==> config.mk <==
export PLATFORM = sky130hd
export DESIGN_NAME = linear_probe_hash_table_core
export DESIGN_NICKNAME = d
export VERILOG_FILES = /design/src/rtl/lpht_pkg.sv /design/src/rtl/lpht_modulo.sv /design/src/rtl/linear_probe_hash_table_core.sv
export SDC_FILE = /design/constraint.sdc
export NUM_CORES = 2
export LEC_CHECK = 0
export BUFFER_PORTS_ARGS = -buffer_cell sky130_fd_sc_hd__buf_2
export CAP_MARGIN = 20
export CORE_AREA = 2 2 521 626
export CTS_BUF_LIST = sky130_fd_sc_hd__clkbuf_4 sky130_fd_sc_hd__clkbuf_8
export CTS_CLUSTER_SIZE = 30
export DETAILED_ROUTE_END_ITERATION = 10
export DIE_AREA = 0 0 523 628
export GPL_TIMING_DRIVEN = 0
export PLACE_DENSITY = 0.66
export SYNTH_ARGS = -nofsm -noshare
export SYNTH_HDL_FRONTEND = slang
export SYNTH_SLANG_ARGS = --single-unit
==> constraint.sdc <==
create_clock -name i_clk -period 9.3 [get_ports i_clk]
set_input_delay 0 -clock i_clk [delete_from_list [all_inputs] [get_ports i_clk]]
set_output_delay 0 -clock i_clk [all_outputs]
set_load 0.01 [all_outputs]
==> src/rtl/lpht_pkg.sv <==
// Shared types and constants of the linear-probing hash table.
package lpht_pkg;

    localparam int KEY_W    = 31;
    localparam int KIND_W   = 2;
    localparam int STATUS_W = 3;
    localparam int SLOT_W   = 7;
    localparam int CFG_W    = 8;

    localparam logic [CFG_W-1:0] CFG_SIZE_RESET = 8'd128;

    localparam logic [KIND_W-1:0] KIND_INSERT = 2'd0;
    localparam logic [KIND_W-1:0] KIND_DELETE = 2'd1;
    localparam logic [KIND_W-1:0] KIND_SEARCH = 2'd2;

    localparam logic [STATUS_W-1:0] ST_INSERTED  = 3'd0;
    localparam logic [STATUS_W-1:0] ST_FULL      = 3'd1;
    localparam logic [STATUS_W-1:0] ST_DELETED   = 3'd2;
    localparam logic [STATUS_W-1:0] ST_NOT_FOUND = 3'd3;
    localparam logic [STATUS_W-1:0] ST_FOUND     = 3'd4;

    typedef struct packed {
        logic [KIND_W-1:0] kind;
        logic [KEY_W-1:0]  key_value;
    } t_req;

    typedef struct packed {
        logic [STATUS_W-1:0] status;
        logic [SLOT_W-1:0]   slot_index;
    } t_rsp;

    typedef enum logic [1:0] {
        S_CLEAR,
        S_IDLE,
        S_HASH,
        S_PROBE
    } t_state;

endpackage

==> src/rtl/lpht_modulo.sv <==
// Bit-serial restoring remainder unit: key modulo table size, one key bit per cycle.
module lpht_modulo #(
    parameter int REM_W = 8
) (
    input  logic                       i_clk,
    input  logic                       i_rst_n,
    input  logic                       i_start,
    input  logic [lpht_pkg::KEY_W-1:0] i_dividend,
    input  logic [REM_W-1:0]           i_divisor,
    output logic                       o_done,
    output logic [REM_W-1:0]           o_remainder
);

    localparam int CNT_W = $clog2(lpht_pkg::KEY_W);

    logic                       r_busy;
    logic                       r_done;
    logic [CNT_W-1:0]           r_cnt;
    logic [lpht_pkg::KEY_W-1:0] r_shift;
    logic [REM_W-1:0]           r_rem;
    logic [REM_W:0]             w_trial;
    logic [REM_W-1:0]           n_rem;

    // Bring down the next key bit and subtract the divisor when it fits.
    always_comb begin
        w_trial = {r_rem, r_shift[lpht_pkg::KEY_W-1]};
        if (w_trial >= {1'b0, i_divisor}) begin
            n_rem = REM_W'(w_trial - {1'b0, i_divisor});
        end else begin
            n_rem = w_trial[REM_W-1:0];
        end
    end

    always_ff @(posedge i_clk) begin
        if (!i_rst_n) begin
            r_busy <= 1'b0;
            r_done <= 1'b0;
            r_cnt  <= '0;
        end else begin
            r_done <= 1'b0;
            if (i_start) begin
                r_busy <= 1'b1;
                r_cnt  <= CNT_W'(lpht_pkg::KEY_W - 1);
            end else if (r_busy) begin
                if (r_cnt == '0) begin
                    r_busy <= 1'b0;
                    r_done <= 1'b1;
                end else begin
                    r_cnt <= r_cnt - 1'b1;
                end
            end
        end
    end

    always_ff @(posedge i_clk) begin
        if (i_start) begin
            r_shift <= i_dividend;
            r_rem   <= '0;
        end else if (r_busy) begin
            r_shift <= {r_shift[lpht_pkg::KEY_W-2:0], 1'b0};
            r_rem   <= n_rem;
        end
    end

    assign o_done      = r_done;
    assign o_remainder = r_rem;

endmodule

==> src/rtl/linear_probe_hash_table_core.sv <==
// Top level of the linear-probing hash table: sequencer, slot memory and ports.
//
//  Channel   | Ports                              | Handshake
//  ----------+------------------------------------+---------------------------------
//  request   | start, busy, i_req                 | beat taken when start && !busy
//  response  | o_strobe, o_rsp                    | one-cycle strobe, no back-pressure
//  config    | i_cfg_valid, o_cfg_ready, i_cfg_data | beat taken when valid && ready
//
// After reset the block runs a clearing pass over all SLOT_COUNT entries of the slot
// memory, one entry per cycle, with busy high; configuration beats are taken all along.
// A request of an unknown kind answers in the next cycle and leaves busy low.
// Any other request first computes the key modulo the live size (one key bit per
// cycle in the remainder subtractor), then reads one slot memory entry per cycle
// along the probe chain, up to the live table size, and checks each slot once its
// registered read returns.
// The strobe rises in the cycle after the deciding probe; the receiver cannot stall.
module linear_probe_hash_table_core #(
    parameter int SLOT_COUNT = 128
) (
    input  logic                          i_clk,
    input  logic                          i_rst_n,
    input  logic                          start,
    output logic                          busy,
    input  lpht_pkg::t_req                i_req,
    output logic                          o_strobe,
    output lpht_pkg::t_rsp                o_rsp,
    input  logic                          i_cfg_valid,
    output logic                          o_cfg_ready,
    input  logic [lpht_pkg::CFG_W-1:0]    i_cfg_data
);

    // Slot number width and a width that can also hold the live size itself.
    localparam int IW = $clog2(SLOT_COUNT);
    localparam int SW = IW + 1;

    // Each memory word is {used, key}; the clearing pass zeroes the used bit.
    localparam int MW = lpht_pkg::KEY_W + 1;

    lpht_pkg::t_state               r_state;
    lpht_pkg::t_state               n_state;
    logic [lpht_pkg::CFG_W-1:0]     r_table_size;
    logic [SW-1:0]                  r_size;
    logic [SW-1:0]                  n_size;
    logic [lpht_pkg::KIND_W-1:0]    r_kind;
    logic [lpht_pkg::KEY_W-1:0]     r_key;
    logic [IW-1:0]                  r_clr;

    // Probe pointers: r_addr is the next slot to read, r_issue counts reads sent,
    // r_eval counts slots already rejected.
    logic [IW-1:0]                  r_addr;
    logic [IW-1:0]                  n_addr;
    logic [SW-1:0]                  r_issue;
    logic [SW-1:0]                  r_eval;
    logic                           w_issue;

    // Slot memory with a registered read port.
    logic [MW-1:0]                  r_mem [SLOT_COUNT];
    logic [MW-1:0]                  r_q;
    logic [IW-1:0]                  r_q_slot;
    logic                           r_q_v;
    logic                           w_we;
    logic [IW-1:0]                  w_waddr;
    logic [MW-1:0]                  w_wdata;
    logic                           w_hit;

    // Remainder unit hookup.
    logic                           w_mod_start;
    logic                           w_mod_done;
    logic [SW-1:0]                  w_mod_rem;

    // Response register.
    logic                           w_emit;
    logic [lpht_pkg::STATUS_W-1:0]  w_emit_status;
    logic [IW-1:0]                  w_emit_slot;
    logic                           r_strobe;
    lpht_pkg::t_rsp                 r_rsp;

    // The remainder unit only loads the key in its start cycle and uses the divisor
    // from the next cycle on, when the size captured with the request is in r_size.
    // A configuration beat taken meanwhile therefore only affects later requests.
    lpht_modulo #(
        .REM_W (SW)
    ) u_modulo (
        .i_clk       (i_clk),
        .i_rst_n     (i_rst_n),
        .i_start     (w_mod_start),
        .i_dividend  (i_req.key_value),
        .i_divisor   (r_size),
        .o_done      (w_mod_done),
        .o_remainder (w_mod_rem)
    );

    // The live size clamps a zero register to one and a large one to SLOT_COUNT.
    // It is captured when a request is taken.
    always_comb begin
        if (r_table_size == '0) begin
            n_size = SW'(1);
        end else if (32'(r_table_size) > SLOT_COUNT) begin
            n_size = SW'(SLOT_COUNT);
        end else begin
            n_size = SW'(r_table_size);
        end
    end

    // Next probe address, wrapping from the last live slot back to slot zero.
    always_comb begin
        if ((SW'(r_addr) + SW'(1)) >= r_size) begin
            n_addr = '0;
        end else begin
            n_addr = r_addr + 1'b1;
        end
    end

    assign w_issue = (r_state == lpht_pkg::S_PROBE) && (r_issue < r_size);

    // An insert wants an empty slot; delete and search want a used slot holding the key.
    always_comb begin
        if (r_kind == lpht_pkg::KIND_INSERT) begin
            w_hit = !r_q[lpht_pkg::KEY_W];
        end else begin
            w_hit = r_q[lpht_pkg::KEY_W] && (r_q[lpht_pkg::KEY_W-1:0] == r_key);
        end
    end

    // Sequencer: next state, memory write and response.
    always_comb begin
        n_state       = r_state;
        w_mod_start   = 1'b0;
        w_we          = 1'b0;
        w_waddr       = r_q_slot;
        w_wdata       = '0;
        w_emit        = 1'b0;
        w_emit_status = lpht_pkg::ST_NOT_FOUND;
        w_emit_slot   = '0;
        case (r_state)
            lpht_pkg::S_CLEAR: begin
                w_we    = 1'b1;
                w_waddr = r_clr;
                if (r_clr == IW'(SLOT_COUNT - 1)) begin
                    n_state = lpht_pkg::S_IDLE;
                end
            end
            lpht_pkg::S_IDLE: begin
                if (start) begin
                    case (i_req.kind) inside
                        lpht_pkg::KIND_INSERT, lpht_pkg::KIND_DELETE,
                        lpht_pkg::KIND_SEARCH: begin
                            w_mod_start = 1'b1;
                            n_state     = lpht_pkg::S_HASH;
                        end
                        default: begin
                            // Unknown kind: answer not found right away.
                            w_emit = 1'b1;
                        end
                    endcase
                end
            end
            lpht_pkg::S_HASH: begin
                if (w_mod_done) begin
                    n_state = lpht_pkg::S_PROBE;
                end
            end
            lpht_pkg::S_PROBE: begin
                if (r_q_v) begin
                    if (w_hit) begin
                        w_emit      = 1'b1;
                        w_emit_slot = r_q_slot;
                        n_state     = lpht_pkg::S_IDLE;
                        case (r_kind)
                            lpht_pkg::KIND_INSERT: begin
                                w_we          = 1'b1;
                                w_wdata       = {1'b1, r_key};
                                w_emit_status = lpht_pkg::ST_INSERTED;
                            end
                            lpht_pkg::KIND_DELETE: begin
                                w_we          = 1'b1;
                                w_wdata       = '0;
                                w_emit_status = lpht_pkg::ST_DELETED;
                            end
                            default: begin
                                w_emit_status = lpht_pkg::ST_FOUND;
                            end
                        endcase
                    end else if ((r_eval + SW'(1)) == r_size) begin
                        // A full circle without a match.
                        w_emit  = 1'b1;
                        n_state = lpht_pkg::S_IDLE;
                        if (r_kind == lpht_pkg::KIND_INSERT) begin
                            w_emit_status = lpht_pkg::ST_FULL;
                        end else begin
                            w_emit_status = lpht_pkg::ST_NOT_FOUND;
                        end
                    end
                end
            end
            default: begin
                n_state = lpht_pkg::S_IDLE;
            end
        endcase
    end

    always_ff @(posedge i_clk) begin
        if (!i_rst_n) begin
            r_state <= lpht_pkg::S_CLEAR;
        end else begin
            r_state <= n_state;
        end
    end

    // Control registers.
    always_ff @(posedge i_clk) begin
        if (!i_rst_n) begin
            r_table_size <= lpht_pkg::CFG_SIZE_RESET;
            r_clr        <= '0;
            r_q_v        <= 1'b0;
            r_strobe     <= 1'b0;
            r_issue      <= '0;
            r_eval       <= '0;
        end else begin
            if (i_cfg_valid && o_cfg_ready) begin
                r_table_size <= i_cfg_data;
            end
            if (r_state == lpht_pkg::S_CLEAR) begin
                r_clr <= r_clr + 1'b1;
            end
            r_q_v    <= w_issue;
            r_strobe <= w_emit;
            if (r_state == lpht_pkg::S_HASH) begin
                r_issue <= '0;
                r_eval  <= '0;
            end else begin
                if (w_issue) begin
                    r_issue <= r_issue + 1'b1;
                end
                if (r_q_v && (r_state == lpht_pkg::S_PROBE)) begin
                    r_eval <= r_eval + 1'b1;
                end
            end
        end
    end

    // Payload registers.
    always_ff @(posedge i_clk) begin
        if ((r_state == lpht_pkg::S_IDLE) && start) begin
            r_kind <= i_req.kind;
            r_key  <= i_req.key_value;
            r_size <= n_size;
        end
        if (r_state == lpht_pkg::S_HASH) begin
            r_addr <= w_mod_rem[IW-1:0];
        end else if (w_issue) begin
            r_addr <= n_addr;
        end
        if (w_issue) begin
            r_q_slot <= r_addr;
        end
        if (w_emit) begin
            r_rsp.status     <= w_emit_status;
            r_rsp.slot_index <= lpht_pkg::SLOT_W'(w_emit_slot);
        end
    end

    // Slot memory: one write port, one registered read port.
    always_ff @(posedge i_clk) begin
        if (w_we) begin
            r_mem[w_waddr] <= w_wdata;
        end
        r_q <= r_mem[r_addr];
    end

    assign busy        = (r_state != lpht_pkg::S_IDLE);
    assign o_strobe    = r_strobe;
    assign o_rsp       = r_rsp;
    assign o_cfg_ready = 1'b1;

`ifndef SYNTHESIS
    // A probed slot always lies inside the live table.
    a_probe_in_range: assert property (@(posedge i_clk) disable iff (!i_rst_n)
        (r_state == lpht_pkg::S_PROBE && r_q_v) |-> (SW'(r_q_slot) < r_size))
        else $error("probe left the live table");

    // Slots are never rejected faster than they are read.
    a_eval_behind_issue: assert property (@(posedge i_clk) disable iff (!i_rst_n)
        (r_state == lpht_pkg::S_PROBE) |-> (r_eval <= r_issue))
        else $error("probe evaluation ran ahead of memory reads");

    // Any answer other than not found comes out of the probe phase.
    a_answer_from_probe: assert property (@(posedge i_clk) disable iff (!i_rst_n)
        (o_strobe && o_rsp.status != lpht_pkg::ST_NOT_FOUND)
            |-> ($past(r_state) == lpht_pkg::S_PROBE))
        else $error("probe answer without a probe");

    // The remainder unit finishes only in the hash phase, with a remainder below r_size.
    a_mod_done_in_hash: assert property (@(posedge i_clk) disable iff (!i_rst_n)
        w_mod_done |-> (r_state == lpht_pkg::S_HASH && w_mod_rem < r_size))
        else $error("remainder finished outside the hash phase or out of range");
`endif

endmodule
After elaboration in Yosys (flattened, before gate mapping). Memory sizes are Yosys's and may differ from the RTL's. A register that Yosys moved wholly into a read port is not among the register bits. Cells that the tools add are included. W data, S select, Z words.

Magnitude comparators: 4. Multiplexer cells: 47. Reduce and logical (&&, ||, !) cells: 23. Bitwise logic cells: 3. Equality and inequality tests: 17. Add/subtract/negate cells: 7.

Operators by type and width (number): $mux W32 (4); $mux W31 (2); $eq A31 B31 Y1 (1); $mux W7 (4); $mux W1 (18); $mux W2 (9); $add A8 B1 Y8 const B (2); $mux W8 (2); $mux W5 (3); $add A7 B1 Y7 const B (2); $ge A9 B8 Y1 (1); $add A7 B1 Y8 const B (1); $eq A8 B8 Y1 (1); $ge A8 B8 Y1 (1); $gt A8 B8 Y1 const B (1); $logic_not A8 Y1 (1); $lt A8 B8 Y1 (1); $ne A2 B1 Y1 const B (4); $pmux W2 S4 (1); $reduce_or A2 Y1 (4); $sub A8 B8 Y8 (1); $eq A7 B7 Y1 const B (1); $eq A2 B1 Y1 const B (3); $eq A2 B2 Y1 const B (3); other kinds (16) (30).

Register bits after elaboration: 146. Bits of input ports: 45. Logic and storage cells: 123. RAM bits: 4096. Memories: 1.

Memory list: r_mem (depth 128, width 32, rd ports 1, clocked after Yosys merged registers in 1, wr ports 1, RTL line linear_probe_hash_table_core.sv:57) `logic [MW-1:0] r_mem [SLOT_COUNT];`.

Logic depth before layout (Yosys ltp).
Word-level depth: 8. Mapped depth: 11. Depth with buffers taken out: 10.

By module. A second synthesis with hierarchy kept.

Cells, all modules: 7071. Area, all modules: 164114.9 um2.

Modules (own cells, without submodules): linear_probe_hash_table_core (cells an instance 6864, times used 1, area each 161726.4 um2); lpht_modulo (cells an instance 207, times used 1, area each 2388.5 um2).

Worst setup path after synthesis. Ideal clock, no wire load.

Path kind: reg2reg. From: register r_key[23] in the netlist's numbering. To: memory r_mem[100][0] in the netlist's numbering, enable pin. Required time: 8839 ps. Slack: 4595 ps. Path buffers: 2. Arrival: 4244 ps. Stages on the path, launching flop included: 10. Cell sequence: edfxtp_1 -> xor2_1 -> nor4_1 -> and4_1 -> a21oi_1 -> o41ai_1 -> nand2b_1 -> buf_2 -> buf_1 -> nor3_1.

Cells in the longest elaborated chain, start to end: 8.

Ends and longest elaborated chain: start, declared (RTL line linear_probe_hash_table_core.sv:45) `logic [lpht_pkg::KEY_W-1:0] r_key;`; start signal, assigned (RTL line linear_probe_hash_table_core.sv:246) `r_key <= i_req.key_value;`; $eq A31 B31 Y1 (RTL line linear_probe_hash_table_core.sv:121) `w_hit = r_q[lpht_pkg::KEY_W] && (r_q[lpht_pkg::KEY_W-1:0] == r_key);`; $logic_and A1 B1 Y1 (RTL line linear_probe_hash_table_core.sv:121); $mux W1 (RTL line linear_probe_hash_table_core.sv:118) `if (r_kind == lpht_pkg::KIND_INSERT) begin`; $mux W1 (RTL line linear_probe_hash_table_core.sv:165) `if (w_hit) begin`; $mux W1 (RTL line linear_probe_hash_table_core.sv:164) `if (r_q_v) begin`; $pmux W1 S2 (RTL line linear_probe_hash_table_core.sv:135) `case (r_state)`; $mux W1 (RTL line linear_probe_hash_table_core.sv:265) `if (w_we) begin`; $mux W1 (not written as such) (RTL line linear_probe_hash_table_core.sv:266) `r_mem[w_waddr] <= w_wdata;`; end, declared (RTL line linear_probe_hash_table_core.sv:57).

No other way between the ends.

==> results.toml <==
[sta]
rsz0062_at_grt = "false"
clock.fmax_ghz = 0.180
finalHoldViolations = 0
relSlewSlack_pct = 12.8
slew_violations = 0
worst_pin_slew_ns = 1.29
holdWs_ns = 0.163
clock_skew_ns = 0.0569
tns_ns = 0
setup_violations = 0
finalCritPeriodShare_pct = 59.8
fin_crit_ns = 5.56

[grt]
antenna_found_initial = 25
overflow = 0
grt_pass1_vias = 82791
grt_use_total_pct = 28.8
grt_start_max_net_pins = 96
grt_pass1_wl_mm = 648

[final_layout]
multi_input_area_mm2 = 0.0354
design_area_mm2 = 0.189
final-seq-area_mm2 = 0.128
area_delta_synth_final_pct = 15.6
nets = 8107
final_cell_mix = "4192 x edfxtp_1, 1281 x mux4_2, 653 x clkbuf_8"
drive_gt1_share_pct = 35.4
fill_cells = 22434
final_common_cell = "edfxtp_1"

[die]
dieArea_mm2 = 0.328
rows = 229
core_mm2 = 0.323
die_y_um = 628
die_w_um = 523
io_pins = 58
initial_core_util_pct = 50.7

[setup_path]
worstPathArrival_ns = 6.44
cp-start-kind = "register"
path_class = "register to register"
r2r_start = "r_addr[2]"
rr_worst_depth = 8
r2r_slack_ns = 3.74
r2r-end = "r_q[28]"
required_ns = 10.18
end_kind = "register"
crit_fanout = 13

[placed_design]
hpwl_mm = 323
place.gp.congestion = 1.02
placed_cell_area_mm2 = 0.176
portBuffers = 54

[clocking]
root_buffer = "clkbuf_8"
cts.htree.levels = 6
clk_latency_ns = 1.10
cts.sinks = 4274
post_cts_buffers = 0
clkTransAtPathRegs_ns = 0.07
cts_buffers = 638
cts_tree = "built"
clk_path_buf_depth = 4

[logic_synthesis]
synth_nets = 6937
syn_inst = 6858
synth_ff_type = "edfxtp_1"
synth_area_mm2 = 0.164
ys_seq_elements = 4274
synthArstFlopShare_pct = 0
synth_edf_count = 4192
synth_cell_types = 70
avgSynthCellArea_um2 = 23.9
ys_seq_area_share_pct = 77.9
ys_warn_count = 0

[worst_hold_path]
min_path_cells = 7
min_to = "r_state[1]"
hp-start = "i_req[31]"
hold_path.class = "input pin to register"

[routing]
dr.first_iter.drc_count = 12382
viasPerCell = 6.43
drt-total-wl_mm = 473
ant_nets = 0
drtPass1Iterations = 8
drcViolationCount = 0
post_drt_wl_per_cell_um = 37.0
vias = 82211

[power_and_ir_drop]
power_leakage_nw = 54.8
irDropWorstVdd_mv = 0.152
p_per_area_mw_per_mm2 = 204

[outcome]
outcome = "complete, no violations"

[job]
drv_cap = 0
## flip-flops by register name, indices dropped and copies added, names as in the netlist, 5 cells and up
signal and count:
u_modulo.r_shift 31, r_clr 7, r_table_size 8, r_q 32
r_q_slot 7, o_rsp 10, r_addr 7, r_size 8
u_modulo.r_cnt 5, r_eval 8, r_mem 4096, r_key 31
r_issue 8, u_modulo.o_remainder 8
## metal layers
layer	wire (um)	part of all wire, %	up-vias	track usage (%)
met3	46900	9.9	1040	5.96
met2	228000	48	5121	45.5
met5	47	0.0099	-	0
met4	31200	6.6	6	16.6
li1	-	-	31960	-
met1	167000	35	44084	37.3
## worst max path at each step
| stage | from | end | slack, ns | cells after the start |
|---|---|---|---|---|
| 6_report | r_addr[2] | r_q[28] | 3.74 | 8 |
| 3_5_place_dp | r_key[26] | r_mem[42][17] | 3.96 | 9 |
| 5_1_grt | r_key[26] | r_mem[62][13] | 3.73 | 14 |
| 2_1_floorplan | r_key[23] | r_mem[100][0] | 4.60 | 9 |
| 4_1_cts | r_key[26] | r_mem[42][20] | 3.92 | 9 |
| 3_3_place_gp | r_key[26] | r_mem[24][7] | -0.76 | 8 |
## report_power, final
part	leakage (nW)	internal (mW)	switching, mW
registers	35.2	21.5	0.177
clock network	6.32	7.59	7.14
logic	13.3	0.685	1.60
total	54.8	29.8	8.92
## through the flow
stage                     setup WS [ns]  utilization [%]  power [mW]  std cells
after floorplan                    4.60                -        23.1       6858
after global placement           -0.765             52.4        23.8      11185
after detailed placement           3.96             54.5        24.3      11550
after CTS                          3.92             58.6        38.8      12761
after global routing               3.73             58.6        39.7      12774
final                              3.74             58.6        38.7      12782
## logic make-up after synthesis
family                     share of synthesized area, %
AOI/OAI and AO/OA                                  1.06
xor gates and xnor gates                          0.289
adders and majority gates                         0.271
buffers and inverters                              1.09
DFF                                                77.9
muxes                                              17.8
other                                           0.00229
and+or+nand+nor                                    1.58
## area by class of cell
class                      count  share of cell area, %
timing repair buffer         530                   3.76
clock inverter               264                  0.807
multi-input combinational   2185                   18.7
buffer                       361                  0.880
inverter                      38                 0.0754
antenna                       14                 0.0185
sequential                  4274                   67.4
tap                         4273                   2.83
clock buffer                 843                   5.50
## timing repair
| item | CTS | global route |
|---|---|---|
| endpoints found under the hold margin | 164 | 0 |
| endpoints found under the setup margin | 0 | 0 |
| resized for setup | 0 | 0 |
| hold buffers | 104 | 0 |
## cells in the mapped netlist (23+ instances only)
cell / n / area [um^2]
nor2b_1: 52 / 325
xor2_1: 24 / 210
edfxtp_1: 4192 / 126000
o21ai_0: 36 / 180
xnor2_1: 30 / 263
nor2_1: 121 / 454
mux4_2: 1281 / 28900
a21oi_1: 29 / 145
dfxtp_1: 82 / 1640
o22ai_1: 63 / 394
and3_1: 37 / 231
nand2_1: 156 / 586
buf_2: 123 / 616
clkbuf_1: 183 / 687
inv_1: 37 / 139
a22oi_1: 23 / 173
ha_1: 33 / 413
nor4_1: 29 / 181
mux2i_1: 25 / 250
buf_1: 33 / 124
nor3_1: 56 / 280
## critical path: stages (launching register included)
cell	delay, ns
edfxtp_1	0.63
buf_2	0.41
buf_2	0.39
buf_2	0.77
clkbuf_1	0.98
mux4_2	0.43
mux4_2	0.51
o22ai_1	0.87
nor4_1	0.30
Note: power is estimated with default switching activity, not from simulation.
